File: src/hw/rtl/dtt_pkg.sv
// ----------------------------------------------------------------------------
// dtt_pkg
// Shared types and constants of the delayed event timer table.
// ----------------------------------------------------------------------------
`default_nettype none

package dtt_pkg;

  // Table size and derived index widths.
  localparam int SLOTS = 16;
  localparam int IDX_W = (SLOTS > 1) ? $clog2(SLOTS) : 1;
  localparam int CNT_W = $clog2(SLOTS + 1);

  // Request action codes.
  typedef enum logic [1:0] {
    ACT_START  = 2'd0,
    ACT_TICK   = 2'd1,
    ACT_CANCEL = 2'd2,
    ACT_NONE   = 2'd3
  } action_e;

  // Result kinds.
  typedef enum logic [1:0] {
    KIND_FIRED    = 2'd0,
    KIND_ACCEPTED = 2'd1,
    KIND_REJECTED = 2'd2,
    KIND_CANCELED = 2'd3
  } kind_e;

  // Operations of the shared compare unit.
  typedef enum logic {
    ALU_SUB = 1'b0,
    ALU_EQ  = 1'b1
  } alu_op_e;

  // Sequencer states.
  typedef enum logic [1:0] {
    ST_IDLE = 2'd0,
    ST_SCAN = 2'd1,
    ST_FIN  = 2'd2
  } seq_state_e;

  // Input request payload.
  typedef struct packed {
    logic [1:0]  action;
    logic [15:0] owner_id;
    logic [15:0] event_tag;
    logic [23:0] delay;
    logic [15:0] elapsed;
  } req_t;

  // Result payload.
  typedef struct packed {
    logic [1:0]  kind;
    logic [15:0] fired_owner;
    logic [15:0] fired_tag;
    logic [6:0]  cancelled_count;
    logic        last_result;
  } rsp_t;

  // One stored slot entry.
  typedef struct packed {
    logic [23:0] remaining;
    logic [15:0] owner;
    logic [15:0] tag;
  } slot_t;

  // Control from the sequencer to the slot store.
  typedef struct packed {
    logic             wr_en;
    logic [IDX_W-1:0] wr_idx;
    slot_t            wr_data;
    logic             rd_en;
    logic [IDX_W-1:0] rd_idx;
    logic             set_en;
    logic             clr_en;
    logic [IDX_W-1:0] vld_idx;
  } store_ctl_t;

  // Result of the shared compare unit.
  typedef struct packed {
    logic        due;
    logic        match;
    logic [23:0] diff;
  } alu_res_t;

endpackage

`default_nettype wire

File: src/hw/rtl/dtt_alu.sv
// ----------------------------------------------------------------------------
// dtt_alu
// Shared subtract and compare unit, used once per visited slot.
// ----------------------------------------------------------------------------
`default_nettype none

module dtt_alu import dtt_pkg::*; (
  input  alu_op_e     op_i,
  input  logic [23:0] remaining_i,
  input  logic [15:0] elapsed_i,
  input  logic [15:0] slot_owner_i,
  input  logic [15:0] req_owner_i,
  output alu_res_t    res_o
);

  logic [24:0] diff;

  // One wide subtract yields both the new remaining time and the due flag.
  assign diff = {1'b0, remaining_i} - {9'd0, elapsed_i};

  always_comb begin
    res_o = '0;
    unique case (op_i)
      ALU_SUB: begin
        res_o.diff = diff[23:0];
        res_o.due  = diff[24] | (diff[23:0] == 24'd0);
      end
      ALU_EQ: begin
        res_o.match = (slot_owner_i == req_owner_i);
      end
      default: begin
        res_o = '0;
      end
    endcase
  end

endmodule

`default_nettype wire

File: src/hw/rtl/dtt_store.sv
// ----------------------------------------------------------------------------
// dtt_store
// Slot memory with registered read, plus one valid flop per slot.
// ----------------------------------------------------------------------------
`default_nettype none

module dtt_store import dtt_pkg::*; (
  input  logic             clk_i,
  input  logic             rst_ni,
  input  store_ctl_t       ctl_i,
  output slot_t            rd_data_o,
  output logic [SLOTS-1:0] valid_o
);

  slot_t            mem_q [SLOTS];
  slot_t            rd_data_q;
  logic [SLOTS-1:0] valid_q;

  // Memory write port and registered read port.
  always_ff @(posedge clk_i) begin
    if (ctl_i.wr_en) begin
      mem_q[ctl_i.wr_idx] <= ctl_i.wr_data;
    end
    if (ctl_i.rd_en) begin
      rd_data_q <= mem_q[ctl_i.rd_idx];
    end
  end

  // Valid bits are cleared at reset; set on a start, cleared on fire or cancel.
  always_ff @(posedge clk_i or negedge rst_ni) begin
    if (!rst_ni) begin
      valid_q <= '0;
    end else if (ctl_i.set_en) begin
      valid_q[ctl_i.vld_idx] <= 1'b1;
    end else if (ctl_i.clr_en) begin
      valid_q[ctl_i.vld_idx] <= 1'b0;
    end
  end

  assign rd_data_o = rd_data_q;
  assign valid_o   = valid_q;

endmodule

`default_nettype wire

File: src/hw/rtl/dtt_seq.sv
// ----------------------------------------------------------------------------
// dtt_seq
// Sequencer walking one slot per cycle unless a fire stalls; owns the result register.
// ----------------------------------------------------------------------------
`default_nettype none

module dtt_seq import dtt_pkg::*; (
  input  logic             clk_i,
  input  logic             rst_ni,
  input  logic             in_valid_i,
  input  req_t             in_data_i,
  output logic             in_stall_o,
  output logic             out_valid_o,
  output rsp_t             out_data_o,
  input  logic             out_stall_i,
  output store_ctl_t       ctl_o,
  input  slot_t            rd_data_i,
  input  logic [SLOTS-1:0] valid_i,
  output alu_op_e          alu_op_o,
  input  alu_res_t         alu_res_i,
  output logic [15:0]      req_owner_o,
  output logic [15:0]      elapsed_o
);

  seq_state_e       state_q, state_d;
  req_t             req_q, req_d;
  logic [CNT_W-1:0] rd_idx_q, rd_idx_d;
  logic             p_vld_q, p_vld_d;
  logic [IDX_W-1:0] p_idx_q, p_idx_d;
  logic             found_q, found_d;
  logic [CNT_W-1:0] cnt_q, cnt_d;
  logic             pend_q, pend_d;
  logic [15:0]      pend_owner_q, pend_owner_d;
  logic [15:0]      pend_tag_q, pend_tag_d;
  logic             out_valid_q, out_valid_d;
  rsp_t             out_q, out_d;

  logic in_accept;
  logic out_free;
  logic cur_v;
  logic hold;
  logic adv;
  logic last_slot;
  logic emit_en;
  rsp_t emit_data;

  assign in_stall_o  = (state_q != ST_IDLE);
  assign in_accept   = in_valid_i && !in_stall_o;
  assign out_free    = !out_valid_q || !out_stall_i;
  assign cur_v       = valid_i[p_idx_q];
  assign last_slot   = p_vld_q && (p_idx_q == IDX_W'(SLOTS - 1));
  assign req_owner_o = req_q.owner_id;
  assign elapsed_o   = req_q.elapsed;
  assign alu_op_o    = (req_q.action == ACT_CANCEL) ? ALU_EQ : ALU_SUB;

  // A fire while an earlier fire is still pending must wait for the result slot.
  assign hold = (state_q == ST_SCAN) && p_vld_q && (req_q.action == ACT_TICK) &&
                cur_v && alu_res_i.due && pend_q && !out_free;
  assign adv  = !hold;

  // Next state.
  always_comb begin
    state_d = state_q;
    unique case (state_q)
      ST_IDLE: begin
        if (in_accept && (in_data_i.action != ACT_NONE)) begin
          state_d = ST_SCAN;
        end
      end
      ST_SCAN: begin
        if (last_slot && adv) begin
          state_d = ST_FIN;
        end
      end
      ST_FIN: begin
        if (out_free || ((req_q.action == ACT_TICK) && !pend_q)) begin
          state_d = ST_IDLE;
        end
      end
      default: begin
        state_d = ST_IDLE;
      end
    endcase
  end

  // Datapath control and result generation.
  always_comb begin
    req_d        = req_q;
    rd_idx_d     = rd_idx_q;
    p_vld_d      = p_vld_q;
    p_idx_d      = p_idx_q;
    found_d      = found_q;
    cnt_d        = cnt_q;
    pend_d       = pend_q;
    pend_owner_d = pend_owner_q;
    pend_tag_d   = pend_tag_q;
    ctl_o        = '0;
    emit_en      = 1'b0;
    emit_data    = '0;

    unique case (state_q)
      ST_IDLE: begin
        if (in_accept) begin
          req_d    = in_data_i;
          rd_idx_d = '0;
          p_vld_d  = 1'b0;
          found_d  = 1'b0;
          cnt_d    = '0;
          pend_d   = 1'b0;
        end
      end
      ST_SCAN: begin
        // Issue the read of the next slot while the previous one is processed.
        if (adv) begin
          ctl_o.rd_en  = (rd_idx_q < CNT_W'(SLOTS));
          ctl_o.rd_idx = rd_idx_q[IDX_W-1:0];
          p_vld_d      = (rd_idx_q < CNT_W'(SLOTS));
          p_idx_d      = rd_idx_q[IDX_W-1:0];
          if (rd_idx_q < CNT_W'(SLOTS)) begin
            rd_idx_d = rd_idx_q + CNT_W'(1);
          end
        end
        ctl_o.wr_idx  = p_idx_q;
        ctl_o.vld_idx = p_idx_q;
        if (p_vld_q && adv) begin
          unique case (req_q.action)
            ACT_START: begin
              if (!cur_v && !found_q) begin
                ctl_o.wr_en             = 1'b1;
                ctl_o.wr_data.remaining = req_q.delay;
                ctl_o.wr_data.owner     = req_q.owner_id;
                ctl_o.wr_data.tag       = req_q.event_tag;
                ctl_o.set_en            = 1'b1;
                found_d                 = 1'b1;
              end
            end
            ACT_TICK: begin
              if (cur_v && alu_res_i.due) begin
                // Release the previous fire; this one waits until we know
                // whether it is the last.
                ctl_o.clr_en = 1'b1;
                if (pend_q) begin
                  emit_en               = 1'b1;
                  emit_data.kind        = KIND_FIRED;
                  emit_data.fired_owner = pend_owner_q;
                  emit_data.fired_tag   = pend_tag_q;
                end
                pend_d       = 1'b1;
                pend_owner_d = rd_data_i.owner;
                pend_tag_d   = rd_data_i.tag;
              end else if (cur_v) begin
                ctl_o.wr_en             = 1'b1;
                ctl_o.wr_data           = rd_data_i;
                ctl_o.wr_data.remaining = alu_res_i.diff;
              end
            end
            ACT_CANCEL: begin
              if (cur_v && alu_res_i.match) begin
                ctl_o.clr_en = 1'b1;
                cnt_d        = cnt_q + CNT_W'(1);
              end
            end
            default: begin
              found_d = found_q;
            end
          endcase
        end
        if (last_slot && adv) begin
          p_vld_d = 1'b0;
        end
      end
      ST_FIN: begin
        // Final result of the request, marked as last.
        if (out_free) begin
          emit_data.last_result = 1'b1;
          unique case (req_q.action)
            ACT_START: begin
              emit_en        = 1'b1;
              emit_data.kind = found_q ? KIND_ACCEPTED : KIND_REJECTED;
            end
            ACT_TICK: begin
              emit_en               = pend_q;
              emit_data.kind        = KIND_FIRED;
              emit_data.fired_owner = pend_owner_q;
              emit_data.fired_tag   = pend_tag_q;
            end
            ACT_CANCEL: begin
              emit_en                   = 1'b1;
              emit_data.kind            = KIND_CANCELED;
              emit_data.cancelled_count = 7'(cnt_q);
            end
            default: begin
              emit_en = 1'b0;
            end
          endcase
        end
      end
      default: begin
        p_vld_d = 1'b0;
      end
    endcase
  end

  // Output register: loaded on emit, otherwise drained when taken.
  always_comb begin
    out_d       = out_q;
    out_valid_d = out_valid_q && out_stall_i;
    if (emit_en) begin
      out_d       = emit_data;
      out_valid_d = 1'b1;
    end
  end

  // Control registers.
  always_ff @(posedge clk_i or negedge rst_ni) begin
    if (!rst_ni) begin
      state_q     <= ST_IDLE;
      p_vld_q     <= 1'b0;
      out_valid_q <= 1'b0;
      pend_q      <= 1'b0;
      found_q     <= 1'b0;
      cnt_q       <= '0;
      rd_idx_q    <= '0;
    end else begin
      state_q     <= state_d;
      p_vld_q     <= p_vld_d;
      out_valid_q <= out_valid_d;
      pend_q      <= pend_d;
      found_q     <= found_d;
      cnt_q       <= cnt_d;
      rd_idx_q    <= rd_idx_d;
    end
  end

  // Payload registers.
  always_ff @(posedge clk_i) begin
    req_q        <= req_d;
    p_idx_q      <= p_idx_d;
    pend_owner_q <= pend_owner_d;
    pend_tag_q   <= pend_tag_d;
    out_q        <= out_d;
  end

  assign out_valid_o = out_valid_q;
  assign out_data_o  = out_q;

endmodule

`default_nettype wire

File: src/hw/rtl/delayed_event_timer_table_unit.sv
// The final result of a request follows the slot walk and the finish state, held back
// while the result side stalls; fires of a tick leave earlier. No new request is taken
// until the block is idle again. The walk reads one slot per cycle through the single
// memory read port, unless a fire waits for the result register. An unused action code
// leaves the block idle. Reset: asynchronous, active low; all slots free at once, no sweep.
// ----------------------------------------------------------------------------
// delayed_event_timer_table_unit
// Table of pending delayed events with start, tick and cancel requests.
// ----------------------------------------------------------------------------
`default_nettype none

module delayed_event_timer_table_unit import dtt_pkg::*; (
  input  logic clk_i,
  input  logic rst_ni,
  input  logic in_valid_i,
  input  req_t in_data_i,
  output logic in_stall_o,
  output logic out_valid_o,
  output rsp_t out_data_o,
  input  logic out_stall_i
);

  store_ctl_t       ctl;
  slot_t            rd_data;
  logic [SLOTS-1:0] slot_valid;
  alu_op_e          alu_op;
  alu_res_t         alu_res;
  logic [15:0]      req_owner;
  logic [15:0]      elapsed;

  // Slot walk sequencer.
  dtt_seq u_seq (
    .clk_i       (clk_i),
    .rst_ni      (rst_ni),
    .in_valid_i  (in_valid_i),
    .in_data_i   (in_data_i),
    .in_stall_o  (in_stall_o),
    .out_valid_o (out_valid_o),
    .out_data_o  (out_data_o),
    .out_stall_i (out_stall_i),
    .ctl_o       (ctl),
    .rd_data_i   (rd_data),
    .valid_i     (slot_valid),
    .alu_op_o    (alu_op),
    .alu_res_i   (alu_res),
    .req_owner_o (req_owner),
    .elapsed_o   (elapsed)
  );

  // Slot storage.
  dtt_store u_store (
    .clk_i     (clk_i),
    .rst_ni    (rst_ni),
    .ctl_i     (ctl),
    .rd_data_o (rd_data),
    .valid_o   (slot_valid)
  );

  // Shared subtract and compare unit.
  dtt_alu u_alu (
    .op_i         (alu_op),
    .remaining_i  (rd_data.remaining),
    .elapsed_i    (elapsed),
    .slot_owner_i (rd_data.owner),
    .req_owner_i  (req_owner),
    .res_o        (alu_res)
  );

  // A real request keeps the block busy in the following cycle.
  assert property (@(posedge clk_i) disable iff (!rst_ni)
    (in_valid_i && !in_stall_o && (in_data_i.action != ACT_NONE)) |=> in_stall_o)
    else $error("request accepted but block not busy");

  // Only fired events can be followed by more results of the same request.
  assert property (@(posedge clk_i) disable iff (!rst_ni)
    (out_valid_o && (out_data_o.kind != KIND_FIRED)) |-> out_data_o.last_result)
    else $error("non-fire result not marked last");

  // A count appears only on cancel results.
  assert property (@(posedge clk_i) disable iff (!rst_ni)
    (out_valid_o && (out_data_o.kind != KIND_CANCELED)) |->
      (out_data_o.cancelled_count == 7'd0))
    else $error("count on a non-cancel result");

  // Slot writes, sets and clears only happen while a request is being worked on.
  assert property (@(posedge clk_i) disable iff (!rst_ni)
    (ctl.wr_en || ctl.set_en || ctl.clr_en) |-> in_stall_o)
    else $error("slot store changed while idle");

endmodule

`default_nettype wire
File: config.mk
export PLATFORM = sky130hd
export DESIGN_NAME = delayed_event_timer_table_unit
export DESIGN_NICKNAME = d
export VERILOG_FILES = /design/src/hw/rtl/dtt_pkg.sv /design/src/hw/rtl/dtt_alu.sv /design/src/hw/rtl/dtt_store.sv /design/src/hw/rtl/dtt_seq.sv /design/src/hw/rtl/delayed_event_timer_table_unit.sv
export SDC_FILE = /design/constraint.sdc
export NUM_CORES = 1
export LEC_CHECK = 0
export BUFFER_PORTS_ARGS = -buffer_cell sky130_fd_sc_hd__buf_4
export CORE_MARGIN = 8
export CORE_UTILIZATION = 30
export DETAILED_ROUTE_END_ITERATION = 16
export PLACE_DENSITY_LB_ADDON = 0.15
export SYNTH_ARGS = -nofsm -noshare
export SYNTH_HDL_FRONTEND = slang
export SYNTH_HIERARCHICAL = 1
export SYNTH_SLANG_ARGS = --single-unit
File: constraint.sdc
create_clock -name clk_i -period 25.8 [get_ports clk_i]
set_clock_uncertainty 0.2 [all_clocks]
set_input_delay 2.58 -clock clk_i [delete_from_list [all_inputs] [get_ports clk_i]]
set_output_delay 2.58 -clock clk_i [all_outputs]
set_load 0.01 [all_outputs]
==> out/qor.txt <==
Cell internal pwr - 3.074 mW
Vias - 22,940
CTS tree - built
Final setup violating endpoints - 0
Placed Cells incl. Taps - 4,354
Sw frac - 19.35%
Area grow syn2layout - 16.15%
Synthesized cell area - 45,070 um^2
DP HPWL - 69,760 um
Arr. time, crit path - 7810 ps
Pwr/cell area - 72.81 nW/um^2
Post-synth top area cell - edfxtp_1
Most common library cells after synthesis - edfxtp_1 (1,102), mux4_2 (227), nand3_1 (127), a22oi_1 (113), nand2_1 (84)
DR iter-0 viols - 2,085
Final RePlAce weighted congestion - 0.7644
Leak Pwr - 18.83 nW
Vias/cell - 5.000
RSZ-0062 raised after global routing - false
Die W - 403.6 um
Worst-margin pin slew - 1186 ps
Worst hold-check path type - flip-flop to flip-flop
Initial core utilization - 30.13%
Crit Path Class - flip-flop to flip-flop
Clock buffer depth - 3
Drt total wl - 128,300 um
Vias in the first global route - 24,240
Clk slew on worst S/H paths - 60 ps
Die ar. - 162,900 um^2
Setup TNS - 0 ps
Maximum vdd drop - 61.23 uV
Max Cap Violations - 0
Num CTS Buffers - 130
Yosys top cell area share - 73.42%
Share of cells above drive strength 1 - 26.60%
Root Driver - clkbuf_16
Row cnt - 142
Sink Count - 1,134
Drt pass-1 iters - 5
Reg power frac - 52.2%
Number of routed nets with antenna violations - 0
Nets - 2,575
Asr flop ratio synth - 2.822%
Worst-Skew Late Latency - 740 ps
Synth top area cells - edfxtp_1 (73%), mux4_2 (11%), a22oi_1 (1.9%)
P_sw - 0.7375 mW
Tcrit/Tclk final - 29.18%
CTS HTree Levels - 4
Critical Path RT - 26,080 ps
Top FF cell, synth - edfxtp_1
Clock share of power - 47.5%
Hold violation total from the final report - 0
Max FO, Critical Path - 99
Routed WL per cell - 27.96 um
Global-route wire length before repair - 182,700 um
Filler cells - 14,140
Postcts setup bufs - 0
Post-synthesis sequential area ratio - 75.19%
Max Freq - 0.1328 GHz
Status - completed
Core outline area - 149,600 um^2
Unique masters post-synth - 76
# DRC - 0
Syn avg cell area - 19.39 um^2
PortBufs - 119
Resized Gates After CTS - 0
Synth warn - 6
Crit start category - flip-flop
Congestion Overflow GR - 0
Logic pwr share - 0.3%
Total GRT Usage - 15.54%
Min cycle time layout - 7529 ps
Final Instance Count excl. Fillers - 4,588
Maximum number of pins on one net before global-route repair - 100
Final Power - 3.812 mW
Crit. End Element - flip-flop
Most frequent cell after synthesis - edfxtp_1
Total I/O pin count - 122
Synth Instances - 2,324
Post-route cell area - 52,350 um^2
Die Ht - 403.6 um
Synthesized flop and latch total - 1,134
Slew headroom - 20.95%
Initial antenna violation count - 3
Cts hold-fix bufs - 0
Number of synthesized flops with an enable pin - 1,102
Placed Area - 48,160 um^2
Hold slack - 232.8 ps
Max Slew Vio Count - 0
[metrics by stage]
| stage | utilization, % | worst slack, ps |
|---|---|---|
| finish | 35.00 | 18270 |
| CTS | 34.99 | 18050 |
| floorplan | - | 17300 |
| global route | 34.99 | 17560 |
| global placement | 32.19 | 18150 |
| detailed placement | 32.19 | 18080 |
[per-layer routing]
layer	global-route usage [%]	wire length [um]	vias to the layer above
met1	20.97	56750	12420
li1	-	-	9734
met2	26.37	63660	633
met5	0	13	-
met4	3.512	2157	2
met3	2.619	5704	147
[registers in the layout, indices dropped and copies added (netlist names), named ones only]
signal / count
u_seq/elapsed_o: 16
u_seq/found_q: 1
u_seq/pend_tag_q: 16
u_seq/out_valid_o: 1
u_seq/req_owner_o: 16
u_store/mem_q: 896
u_seq/pend_q: 1
u_store/rd_data_o: 56
u_seq/state_q: 2
u_seq/p_vld_q: 1
u_seq/pend_owner_q: 16
u_seq/cnt_q: 5
u_seq/rd_idx_q: 5
u_seq/out_data_o: 40
u_seq/p_idx_q: 4
u_seq/req_q: 42
[worst max-delay path, stage by stage, from the launching register on]
cell,delay [ps]
edfxtp_1,360
inv_1,70
ha_1,160
inv_1,60
fa_1,420
a21oi_2,210
o211ai_2,140
nand3_2,140
a311oi_4,130
or4_1,460
nand3_1,110
nor4b_1,60
and4_1,200
o2bb2ai_1,290
nand3_1,230
nor2_1,110
nand3_1,110
nand2_1,130
inv_1,270
and2_4,770
buf_12,720
buf_4,860
mux4_2,600
a22oi_1,220
nand2_1,70
[power by group through the flow]
stage	logic (mW)	registers, mW	clock network, mW
2_1_floorplan	0.000454	2.03	0
3_5_place_dp	0.0118	2.03	0
3_3_place_gp	0.0117	2.03	0
4_1_cts	0.0119	1.99	1.86
5_1_grt	0.0126	1.99	1.93
6_report	0.0115	1.99	1.81
[final timing paths]
kind / end / start / depth (start not counted) / slack, ps
max: u_store/rd_data_o[26] / u_store/rd_data_o[32] / 24 / 18270
min: u_seq/pend_tag_q[10] / u_store/rd_data_o[10] / 0 / 230
max reg2reg: u_store/rd_data_o[26] / u_store/rd_data_o[32] / 24 / 18270
min reg2reg: u_seq/pend_tag_q[10] / u_store/rd_data_o[10] / 0 / 230
max in group asynchronous: u_seq/cnt_q[3] / rst_ni / 1 / 23460
min in group asynchronous: asynchronous set/reset pin / rst_ni / 1 / 1600
[cell usage in the layout (no fill, tap or decap), types with 39 or more instances in the layout]
| cell | synthesis | layout |
|---|---|---|
| clkbuf_16 | 0 | 134 |
| and2_1 | 42 | 39 |
| mux4_2 | 227 | 227 |
| nor2_1 | 63 | 46 |
| a21oi_1 | 41 | 41 |
| edfxtp_1 | 1102 | 1102 |
| a22oi_1 | 113 | 113 |
| buf_4 | 49 | 174 |
| nand3_1 | 127 | 127 |
| a21oi_2 | 42 | 42 |
| nand2_1 | 84 | 84 |
[cell type report]
type | count | area, um^2 | area share [%]
Clock buffer | 172 | 3566 | 6.811
Inverter | 37 | 141.4 | 0.2701
Antenna cell | 1 | 2.502 | 0.004780
Clock inverter | 61 | 626.9 | 1.197
Sequential cell | 1134 | 33890 | 64.74
Tap cell | 2016 | 2522 | 4.818
Multi-Input combinational cell | 992 | 10270 | 19.63
Timing Repair Buffer | 175 | 1326 | 2.533
[cell families after synthesis]
family	count (synthesis)	synth area share (%)
buf+inv	199	2.473
compound gates	266	4.383
other cells	1	0.008320
flops	1134	75.19
xor+xnor	34	0.6607
mux	251	11.93
fa+ha+maj	27	0.7662
simple gates	412	4.580
No activity file was read; power rests on OpenSTA's default activity.
